## config.mk

```make
export PLATFORM = sky130hd
export DESIGN_NAME = ultrasonic_range_meter_core
export DESIGN_NICKNAME = d
export VERILOG_FILES = /design/src/hw/rtl/urm_pkg.sv /design/src/hw/rtl/urm_tick.sv /design/src/hw/rtl/urm_conv.sv /design/src/hw/rtl/ultrasonic_range_meter_core.sv
export SDC_FILE = /design/constraint.sdc
export NUM_CORES = 1
export LEC_CHECK = 0
export BUFFER_PORTS_ARGS = -buffer_cell sky130_fd_sc_hd__buf_4
export CAP_MARGIN = 15
export CORE_ASPECT_RATIO = 1.25
export CORE_MARGIN = 2
export CORE_UTILIZATION = 35
export CTS_BUF_LIST = sky130_fd_sc_hd__clkbuf_16
export DETAILED_ROUTE_END_ITERATION = 16
export MAX_ROUTING_LAYER = met4
export SLEW_MARGIN = 20
export SYNTH_ARGS = -nofsm -noshare
export SYNTH_HDL_FRONTEND = slang
export SYNTH_SLANG_ARGS = --single-unit
```

## constraint.sdc

```tcl
create_clock -name clk -period 9.4 [get_ports clk]
set_input_delay 1.88 -clock clk [delete_from_list [all_inputs] [get_ports clk]]
set_output_delay 1.88 -clock clk [all_outputs]
set_load 0.01 [all_outputs]
```

## src/hw/rtl/urm_pkg.sv

```systemverilog
// Shared types and constants for the ultrasonic range meter.
// Used by urm_tick, urm_conv and ultrasonic_range_meter_core; no dependencies.
`default_nettype none

package urm_pkg;

  localparam int COUNTER_BITS_DEF = 32;
  localparam int CFG_W            = 32;
  localparam int TRIG_W           = 16;
  localparam int CFG_IDX_BITS     = 3;
  localparam int DIST_BITS        = 10;
  localparam int INCH_BITS        = 13;

  localparam logic [INCH_BITS-1:0] INCH_FACTOR = 13'd6750;
  localparam logic [DIST_BITS-1:0] DIST_MAX    = 10'd1023;
  localparam logic [DIST_BITS-1:0] DIST_CLEAR  = 10'd1000;

  localparam logic [CFG_W-1:0]  TPS_RST       = 32'd1000000;
  localparam logic [CFG_W-1:0]  MIN_ECHO_RST  = 32'd250;
  localparam logic [CFG_W-1:0]  MAX_ECHO_RST  = 32'd10000;
  localparam logic [CFG_W-1:0]  PERIOD_RST    = 32'd100000;
  localparam logic [TRIG_W-1:0] TRIGGER_RST   = 16'd10;

  typedef enum logic [CFG_IDX_BITS-1:0] {
    REG_TPS,
    REG_MIN_ECHO,
    REG_MAX_ECHO,
    REG_PERIOD,
    REG_TRIGGER
  } cfg_reg_t;

  typedef struct packed {
    logic [CFG_W-1:0]  ticks_per_second;
    logic [CFG_W-1:0]  min_echo_ticks;
    logic [CFG_W-1:0]  max_echo_ticks;
    logic [CFG_W-1:0]  period_ticks;
    logic [TRIG_W-1:0] trigger_ticks;
  } urm_cfg_t;

  // per-tick outcome from the tick logic
  typedef struct packed {
    logic trig;
    logic done;
    logic launch;
  } tick_res_t;

  typedef struct packed {
    logic busy;
    logic done;
  } conv_stat_t;

  typedef enum logic [1:0] {
    CV_IDLE,
    CV_MUL,
    CV_DIV,
    CV_DONE
  } conv_state_t;

endpackage

`default_nettype wire

```

## src/hw/rtl/urm_tick.sv

```systemverilog
// Per-tick state of the range meter: trigger period counter, echo width
// counter, echo window check and running min/max. Depends on urm_pkg.
`default_nettype none

module urm_tick #(
  parameter int COUNTER_BITS = urm_pkg::COUNTER_BITS_DEF
) (
  input  logic                            clk,
  input  logic                            rst,
  input  logic                            accept,
  input  logic                            echo_level,
  input  logic                            enable,
  input  urm_pkg::urm_cfg_t               cfg,
  input  logic                            conv_done,
  input  logic [urm_pkg::DIST_BITS-1:0]   conv_dist,
  output urm_pkg::tick_res_t              res,
  output logic [COUNTER_BITS-1:0]         count,
  output logic [urm_pkg::DIST_BITS-1:0]   min_next,
  output logic [urm_pkg::DIST_BITS-1:0]   max_next
);
  import urm_pkg::*;

  localparam int CMPW = (COUNTER_BITS > CFG_W) ? COUNTER_BITS : CFG_W;

  logic                    prev_echo;
  logic [COUNTER_BITS-1:0] echo_count;
  logic [CFG_W-1:0]        period_count;
  logic                    prev_enable;
  logic [DIST_BITS-1:0]    min_dist;
  logic [DIST_BITS-1:0]    max_dist;

  logic [CFG_W:0]  pc_inc;
  logic            pc_wrap;
  logic            count_full;
  logic            fall;
  logic            in_win;
  logic [CMPW-1:0] cnt_ext;
  logic [CMPW-1:0] min_ext;
  logic [CMPW-1:0] max_ext;

  assign pc_inc     = {1'b0, period_count} + {{CFG_W{1'b0}}, 1'b1};
  assign pc_wrap    = pc_inc >= {1'b0, cfg.period_ticks};
  assign count_full = &echo_count;
  assign cnt_ext    = CMPW'(echo_count);
  assign min_ext    = CMPW'(cfg.min_echo_ticks);
  assign max_ext    = CMPW'(cfg.max_echo_ticks);
  assign in_win     = (cnt_ext >= min_ext) && (cnt_ext <= max_ext);
  assign fall       = enable && !echo_level && prev_echo;

  always_comb begin
    res.trig   = enable && (period_count < {{(CFG_W-TRIG_W){1'b0}}, cfg.trigger_ticks});
    res.done   = fall;
    res.launch = fall && in_win;
  end

  assign count = echo_count;

  always_comb begin
    min_next = min_dist;
    max_next = max_dist;
    if (accept && !enable && prev_enable) begin
      min_next = DIST_CLEAR;
      max_next = '0;
    end else if (conv_done) begin
      if (conv_dist < min_dist) min_next = conv_dist;
      if (conv_dist > max_dist) max_next = conv_dist;
    end
  end

  always_ff @(posedge clk) begin
    if (rst) begin
      prev_echo    <= 1'b0;
      echo_count   <= '0;
      period_count <= '0;
      prev_enable  <= 1'b0;
      min_dist     <= DIST_CLEAR;
      max_dist     <= '0;
    end else begin
      min_dist <= min_next;
      max_dist <= max_next;
      if (accept) begin
        prev_enable <= enable;
        if (enable) begin
          period_count <= pc_wrap ? '0 : pc_inc[CFG_W-1:0];
          if (echo_level) begin
            if (!count_full) echo_count <= echo_count + {{(COUNTER_BITS-1){1'b0}}, 1'b1};
          end else if (prev_echo) begin
            echo_count <= '0;
          end
          prev_echo <= echo_level;
        end else begin
          period_count <= '0;
          echo_count   <= '0;
          prev_echo    <= 1'b0;
        end
      end
    end
  end

endmodule

`default_nettype wire

```

## src/hw/rtl/urm_conv.sv

```systemverilog
// Bit-serial distance conversion: count * 6750 by a serial-parallel
// multiplier, then restoring division by the tick rate, one bit per cycle.
// Depends on urm_pkg.
`default_nettype none

module urm_conv #(
  parameter int COUNTER_BITS = urm_pkg::COUNTER_BITS_DEF
) (
  input  logic                          clk,
  input  logic                          rst,
  input  logic                          start,
  input  logic [COUNTER_BITS-1:0]       count,
  input  logic [urm_pkg::CFG_W-1:0]     tps,
  output urm_pkg::conv_stat_t           stat,
  output logic [urm_pkg::DIST_BITS-1:0] inches
);
  import urm_pkg::*;

  localparam int PW        = COUNTER_BITS + INCH_BITS;
  localparam int STEP_BITS = $clog2(PW);
  localparam logic [STEP_BITS-1:0] LAST_STEP = STEP_BITS'(PW - 1);

  conv_state_t state, state_next;

  logic [COUNTER_BITS-1:0] work;
  logic [INCH_BITS-1:0]    acc;
  logic [PW-1:0]           prod;
  logic [CFG_W-1:0]        rem;
  logic [DIST_BITS-1:0]    quo;
  logic                    sat;
  logic [STEP_BITS-1:0]    step;

  logic [INCH_BITS:0] mul_sum;
  logic [CFG_W:0]     trial;
  logic [CFG_W:0]     trial_sub;
  logic               qbit;
  logic               last;

  assign mul_sum   = {1'b0, acc} + (work[0] ? {1'b0, INCH_FACTOR} : '0);
  assign trial     = {rem, prod[PW-1]};
  assign trial_sub = trial - {1'b0, tps};
  assign qbit      = trial >= {1'b0, tps};
  assign last      = step == LAST_STEP;

  always_comb begin
    state_next = state;
    case (state)
      CV_IDLE: if (start) state_next = CV_MUL;
      CV_MUL:  if (last) state_next = CV_DIV;
      CV_DIV:  if (last) state_next = CV_DONE;
      CV_DONE: state_next = CV_IDLE;
      default: state_next = CV_IDLE;
    endcase
  end

  always_comb begin
    stat.busy = 1'b0;
    stat.done = 1'b0;
    case (state)
      CV_IDLE: stat.busy = 1'b0;
      CV_MUL,
      CV_DIV:  stat.busy = 1'b1;
      CV_DONE: begin
        stat.busy = 1'b1;
        stat.done = 1'b1;
      end
      default: stat.busy = 1'b0;
    endcase
  end

  assign inches = sat ? DIST_MAX : quo;

  always_ff @(posedge clk) begin
    if (rst) begin
      state <= CV_IDLE;
      step  <= '0;
    end else begin
      state <= state_next;
      if (state == CV_IDLE || last) step <= '0;
      else                          step <= step + {{(STEP_BITS-1){1'b0}}, 1'b1};
    end
  end

  always_ff @(posedge clk) begin
    case (state)
      CV_IDLE: begin
        work <= count;
        acc  <= '0;
        rem  <= '0;
        quo  <= '0;
        sat  <= 1'b0;
      end
      CV_MUL: begin
        // product leaves LSB first and fills prod from the top
        work <= work >> 1;
        acc  <= mul_sum[INCH_BITS:1];
        prod <= {mul_sum[0], prod[PW-1:1]};
      end
      CV_DIV: begin
        rem  <= qbit ? trial_sub[CFG_W-1:0] : trial[CFG_W-1:0];
        prod <= prod << 1;
        quo  <= {quo[DIST_BITS-2:0], qbit};
        sat  <= sat | quo[DIST_BITS-1];
      end
      default: begin
        work <= work;
      end
    endcase
  end

endmodule

`default_nettype wire

```

## src/hw/rtl/ultrasonic_range_meter_core.sv

```systemverilog
// Ultrasonic echo ranging meter: tick channel in, one result per tick out.
// Input channel (in_valid/in_stall) carries one time tick: echo_level, enable.
// Output channel (out_valid/out_stall) returns one result for every tick:
// trigger_level, measure_done, in_range, distance_inches, min_seen, max_seen.
// Configuration: cfg_valid/cfg_ready with cfg_index and cfg_data; cfg_ready
// is always high, unknown indexes are dropped. Write only while idle.
// Flow: an ordinary tick is loaded into the output register at its
// transfer, and ticks flow at one per cycle while neither the converter is
// busy nor the receiver stalls. A tick that ends an echo inside the width
// window runs the bit-serial converter through its multiply, divide and
// finish states (CV_MUL, CV_DIV, CV_DONE) before its result is loaded;
// in_stall is high while the converter is busy.
// When the receiver stalls, the result holds in the output register and
// in_stall stays high until it is taken.
// Reset (rst, synchronous) restores the default registers, clears counters,
// sets the running min/max to 1000 and 0, and empties the output register.
// Depends on urm_pkg, urm_tick, urm_conv.
`default_nettype none

module ultrasonic_range_meter_core #(
  parameter int COUNTER_BITS = urm_pkg::COUNTER_BITS_DEF
) (
  input  logic                             clk,
  input  logic                             rst,
  input  logic                             in_valid,
  output logic                             in_stall,
  input  logic                             echo_level,
  input  logic                             enable,
  output logic                             out_valid,
  input  logic                             out_stall,
  output logic                             trigger_level,
  output logic                             measure_done,
  output logic                             in_range,
  output logic [urm_pkg::DIST_BITS-1:0]    distance_inches,
  output logic [urm_pkg::DIST_BITS-1:0]    min_seen,
  output logic [urm_pkg::DIST_BITS-1:0]    max_seen,
  input  logic                             cfg_valid,
  output logic                             cfg_ready,
  input  logic [urm_pkg::CFG_IDX_BITS-1:0] cfg_index,
  input  logic [urm_pkg::CFG_W-1:0]        cfg_data
);
  import urm_pkg::*;

  urm_cfg_t   cfg;
  tick_res_t  tick;
  conv_stat_t conv_stat;

  logic [COUNTER_BITS-1:0] count;
  logic [DIST_BITS-1:0]    conv_dist;
  logic [DIST_BITS-1:0]    min_next;
  logic [DIST_BITS-1:0]    max_next;
  logic                    accept;
  logic                    load_tick;
  logic                    out_valid_next;
  logic                    trig_hold;

  assign cfg_ready = 1'b1;
  assign in_stall  = conv_stat.busy || (out_valid && out_stall);
  assign accept    = in_valid && !in_stall;
  assign load_tick = accept && !tick.launch;

  always_ff @(posedge clk) begin
    if (rst) begin
      cfg.ticks_per_second <= TPS_RST;
      cfg.min_echo_ticks   <= MIN_ECHO_RST;
      cfg.max_echo_ticks   <= MAX_ECHO_RST;
      cfg.period_ticks     <= PERIOD_RST;
      cfg.trigger_ticks    <= TRIGGER_RST;
    end else if (cfg_valid && cfg_ready) begin
      case (cfg_reg_t'(cfg_index))
        REG_TPS:      cfg.ticks_per_second <= cfg_data;
        REG_MIN_ECHO: cfg.min_echo_ticks   <= cfg_data;
        REG_MAX_ECHO: cfg.max_echo_ticks   <= cfg_data;
        REG_PERIOD:   cfg.period_ticks     <= cfg_data;
        REG_TRIGGER:  cfg.trigger_ticks    <= cfg_data[TRIG_W-1:0];
        default:      cfg.trigger_ticks    <= cfg.trigger_ticks;
      endcase
    end
  end

  urm_tick #(
    .COUNTER_BITS(COUNTER_BITS)
  ) u_tick (
    .clk        (clk),
    .rst        (rst),
    .accept     (accept),
    .echo_level (echo_level),
    .enable     (enable),
    .cfg        (cfg),
    .conv_done  (conv_stat.done),
    .conv_dist  (conv_dist),
    .res        (tick),
    .count      (count),
    .min_next   (min_next),
    .max_next   (max_next)
  );

  urm_conv #(
    .COUNTER_BITS(COUNTER_BITS)
  ) u_conv (
    .clk    (clk),
    .rst    (rst),
    .start  (accept && tick.launch),
    .count  (count),
    .tps    (cfg.ticks_per_second),
    .stat   (conv_stat),
    .inches (conv_dist)
  );

  always_comb begin
    if (load_tick || conv_stat.done) out_valid_next = 1'b1;
    else if (out_stall)              out_valid_next = out_valid;
    else                             out_valid_next = 1'b0;
  end

  always_ff @(posedge clk) begin
    if (rst) out_valid <= 1'b0;
    else     out_valid <= out_valid_next;
  end

  always_ff @(posedge clk) begin
    if (accept && tick.launch) trig_hold <= tick.trig;
    if (load_tick) begin
      trigger_level   <= tick.trig;
      measure_done    <= tick.done;
      in_range        <= 1'b0;
      distance_inches <= '0;
      min_seen        <= min_next;
      max_seen        <= max_next;
    end else if (conv_stat.done) begin
      trigger_level   <= trig_hold;
      measure_done    <= 1'b1;
      in_range        <= 1'b1;
      distance_inches <= conv_dist;
      min_seen        <= min_next;
      max_seen        <= max_next;
    end
  end

`ifndef SYNTHESIS
  a_conv_slot_free: assert property (@(posedge clk) disable iff (rst)
    conv_stat.done |-> !out_valid)
    else $error("conversion finished with output register occupied");

  a_launch_busy: assert property (@(posedge clk) disable iff (rst)
    (accept && tick.launch) |=> conv_stat.busy)
    else $error("converter not busy after launch");

  a_conv_result: assert property (@(posedge clk) disable iff (rst)
    conv_stat.done |=> (out_valid && measure_done && in_range))
    else $error("conversion result not presented");
`endif

endmodule

`default_nettype wire

```

Word-level counts from Yosys, hierarchy flattened. Index checks and enable logic that the tools add are counted.

$add $sub $neg: 5. $mul: 0. Divide/modulo/power cells: 0. Magnitude comparators: 7. Equal/unequal tests: 14. Shifts and indexed selects: 0. Multiplexer cells: 38. Bitwise operators: 1. Reduce and logical (&&, ||, !) cells: 34.

Operators with widths (number): $mux 32 (7); $pmux 32 s2 (2); $mux 10 (11); $pmux 45 s2 (1); $ge 33x32->1 (2); $add 32x1->33 const B (1); $add 32x1->32 const B (1); $ge 32x32->1 (1); $le 32x32->1 (1); $lt 32x16->1 (1); $reduce_and 32->1 (1); $sub 32x32->32 (1); $pmux 13 s2 (1); $pmux 10 s2 (1); $add 13x14->14 (1); $mux 13 (1); $logic_and 1x1->1 (11); $gt 10x10->1 (1); $lt 10x10->1 (1); $reduce_and 2->1 (5); $mux 1 (8); $ne 2x1->1 const B (4); $pmux 2 s4 (1); $reduce_bool 2->1 (4); other kinds (19) (30).

Bits in registers: 406. Latch bits: 0. RAM bits: 0. ROM bits: 0. Input bits: 42. Output and inout bits: 36. Logic and storage cells: 126. Memories kept: 0.

Depth between registers and ports, before layout.
Depth in word-level cells: 11. Gate-level depth with buffers: 20. Gate-level depth less buffers: 18.

Modules after synthesis. A second synthesis with hierarchy kept.

Cells, all modules: 2384. Area, all modules: 21928.5 µm².

Modules (own cells, without submodules): urm_conv (times used 1, cells an instance 690, area each 8170.3 µm², sequential area each 4154.0 µm²); urm_tick (times used 1, cells an instance 986, area each 7539.7 µm², sequential area each 1721.7 µm²); ultrasonic_range_meter_core (times used 1, cells an instance 708, area each 6218.5 µm², sequential area each 3813.7 µm²).

Worst setup path before layout. No wires, ideal clock.

Path kind: input to output. Start: input out_stall. End: output in_stall. Data arrival time: 2.047 ns. Setup slack: 5.473 ns. Cell stages on the path: 2. Buffers on the path: 0. Path through: nand2_1 -> nand2_1.

Cells in the longest elaborated chain, start to end: 2.

RTL lines: start: declaration (line ultrasonic_range_meter_core.sv:30) `input logic out_stall,`; $logic_and 1x1->1 (line ultrasonic_range_meter_core.sv:58) `assign in_stall = conv_stat.busy || (out_valid && out_stall);`; $logic_or 1x1->1 (line ultrasonic_range_meter_core.sv:58); end: declaration (line ultrasonic_range_meter_core.sv:26) `output logic in_stall,`.

Every way passes these cells.

Worst setup path in the final report.
Start: register u_tick.period_count[0]. End: register u_tick.period_count[7].

Cells in the longest elaborated chain, start to end: 4.

RTL lines: start: declaration (line urm_tick.sv:27) `logic [CFG_W-1:0] period_count;`; start signal: assignment (line urm_tick.sv:84) `period_count <= pc_wrap ? '0 : pc_inc[CFG_W-1:0];`; $add 32x1->33 (*) (line urm_tick.sv:41) `assign pc_inc = {1'b0, period_count} + {{CFG_W{1'b0}}, 1'b1};`; $ge 33x32->1 (line urm_tick.sv:42) `assign pc_wrap = pc_inc >= {1'b0, cfg.period_ticks};`; $mux 32 (*) (line urm_tick.sv:84); $mux 32 (*) (line urm_tick.sv:83) `if (enable) begin`.

Every way passes the cells marked *; elsewhere a longest branch is shown, timed or not. A chain may end at the register's enable or synchronous reset.

==> metrics.txt <==
PortBufs 76; sw power 0.000872 W; r2r startpoint u_tick.period_count[0]; Synth Instances 2,331; worst skew pair latency 0.59 ns; Vias 16.6k; Distinct cells, synth 82; clk sinks 406; hold worst-path end cfg[78]; DRT iter0 DRCs 1,121; ranking of synthesized cells by area dfxtp_1, edfxtp_1, ha_1; num rows 101; wire per inst 17.2 um; Placer Congestion 0.884; Slew Viols, Final 0; fill count 6,095; CP max stage delay 0.48 ns; post-synthesis register bit count 406; Final Cycle Share 0.446; core area 60,900 um2; Finish-stage setup viols 0; Critical Path Start Type flip-flop; Rel. slew slack 0.276; CTS resizes 0; number of flops mapped to enable cells by yosys 156; Overflow after GRT 0; Synth top area share 0.232; Clock transition at path regs 0.06 ns; critical path class reg -> reg; Vias/cell 5.14; cell taking the most area after synthesis dfxtp_1; H-tree Lvls 2; die area 63,700 um2; overall routing resource usage 0.181; Max Clock Freq 238 MHz; share of layout cells above drive strength 1 0.114; CP max stage cell nor4_4; syn_nets 2,554; P_int 0.00285 W; Hold Buf Count CTS 0; max cap viols 0; number of global-route vias before repair 16.4k; WP data required 9.88 ns; dominant synthesized flop cell dfxtp_1; Syn Std Cell Area 21,600 um2; largest delay contributor family on the critical path simple AND/OR/NAND/NOR gates; count leader, synth nand2_1; worst hold slack 0.453 ns; clock group share of total power 0.455; Flop pwr share 0.496; setup tns final 0 ns; Area Growth Syn to Fin 12.9%; hold crit path type reg -> reg; Gate power share 0.049; Pleak 9.84 nW; status completed; largest net degree at the start of global routing 70; Sw Share 0.234; skew final 0.0188 ns; Hold Path Origin cfg[78]; Max VDD drop 0.138 mV; worst-path cell chain ha_1 -> nand3_1 -> nor4_4 -> nand2_2 -> or2_1 -> inv_1 -> nand2_1 -> xnor2_1 -> ha_1 -> nand4_1 -> or2_2 -> nor3_1 -> a31oi_1 -> o31ai_2 -> a21oi_2 -> buf_4 -> nand3_1 -> nand2_1 -> a21o_1; Syn Area/Cell 9.26 um2; crit path time final 4.20 ns; Hold Vio Cnt, Final 0; crit-path max FO 27; # DRC 0; asr flop ratio synth 0; Worst Reg-to-Reg Cells 19; Setup Buffers After CTS 0; Initial Util 0.354; post-synthesis sequential area ratio 0.449; CTS tree yes; Longest Clk Path Bufs 3; Routed WL 55.8 mm; initial antenna violation count 1; Die W 226 um; Final Net Count 2,592; worst setup path start u_tick.period_count[0]; Cells on Worst Hold Path 2; crit end category flip-flop; Num CTS Buffers 47; io pins 78; yosys warns 0; CTS root buf clkbuf_16; top post-synthesis cells by count nand2_1, dfxtp_1, a21oi_1; dpl hpwl 40.2 mm; global-route wire length before repair 87.8 mm; Die Y 282 um; PnR Total Power 0.00372 W; PD cells 153 nW/um2; First-pass DRT Iterations 5; worst path arrival time 4.67 ns; Worst Tran Pin Value 1.08 ns; RSZ-0062 raised after global routing false; RR Endpoint u_tick.period_count[7]; DRT antenna net count 0; slack of the worst reg-to-reg path 5.20 ns; CP bufs+invs 2
[how the worst max path moves through the flow]
stage          depth (start not counted)  slack, ns                      end
2_1_floorplan                          2       5.47                 in_stall
3_3_place_gp                           8       5.04         u_tick.count[21]
3_5_place_dp                           8       4.94              max_seen[3]
4_1_cts                               17       5.19   u_tick.period_count[6]
5_1_grt                               19       4.89  u_tick.period_count[13]
6_report                              19       5.20   u_tick.period_count[7]
[cell type report]
cell class | count | area, um2 | area share
flip-flops and latches | 406 | 9690 | 0.398
clock inverters | 37 | 175 | 0.00719
repair buffers | 91 | 703 | 0.0289
inverters | 193 | 724 | 0.0297
diodes | 2 | 5.00 | 0.000205
multi-input cells | 1630 | 10800 | 0.443
well taps | 824 | 1030 | 0.0423
clock buffers | 50 | 1250 | 0.0513
[sequential cells by signal (all words and copies together) (netlist names), 10 cells and up]
| signal | cells |
|---|---|
| u_tick.max_dist | 10 |
| u_conv.acc | 13 |
| u_conv.work | 32 |
| cfg | 144 |
| u_conv.rem | 32 |
| u_tick.count | 32 |
| u_conv.quo | 10 |
| min_seen | 10 |
| u_tick.period_count | 32 |
| u_conv.prod | 45 |
| u_tick.min_dist | 10 |
| distance_inches | 10 |
| max_seen | 10 |
[kinds of logic after synthesis]
logic type	share of synthesized area
and+or+nand+nor	0.167
AOI/OAI and AO/OA	0.143
buffers and inverters	0.0532
adders and majority gates	0.106
other	0.000174
xor gates and xnor gates	0.0325
muxes	0.0503
DFF	0.449
[layer usage]
| metal | GRT usage | part of all wire |
|---|---|---|
| met3 | 0.0346 | 0.061 |
| met4 | 0.0722 | 0.039 |
| met1 | 0.219 | 0.43 |
| met5 | - | 0 |
| met2 | 0.297 | 0.47 |
[power groups by stage]
stage	Sequential (W)	Clock, W	Combinational, W
2_1_floorplan	0.00188	0	0.000100
3_3_place_gp	0.00188	0	0.000177
3_5_place_dp	0.00188	0	0.000180
4_1_cts	0.00185	0.00173	0.000181
5_1_grt	0.00185	0.00181	0.000199
6_report	0.00185	0.00169	0.000183
[placed cells by master (no fill, tap or decap), types with 63 or more instances in the layout]
cell type  Yosys  layout
dfxtp_1      250     250
nor2_1       127     125
ha_1         179     176
inv_1        192     208
buf_4          1      90
edfxtp_1     156     156
nand2_1      393     393
o21ai_0       63      63
a21oi_1      211     211
a21o_1        75      75
mux2_2        68      68
[worst min-delay path, delay by kind of cell (launching register included)]
family | cells | cell delay, ns
flops | 1 | 0.31
simple gates | 1 | 0.05
compound gates | 1 | 0.05
[metrics by stage]
stage / setup slack (ns) / instance area, um2 / instances / utilization
finish: 5.20 / 24400 / 3233 / 0.400
CTS: 5.19 / 24400 / 3231 / 0.400
detailed placement: 4.94 / 22900 / 3144 / 0.377
global placement: 5.04 / 22900 / 3143 / 0.376
global route: 4.89 / 24400 / 3233 / 0.400
floorplan: 5.47 / 21600 / 2331 / -
Power figures use the tool's default switching activity.
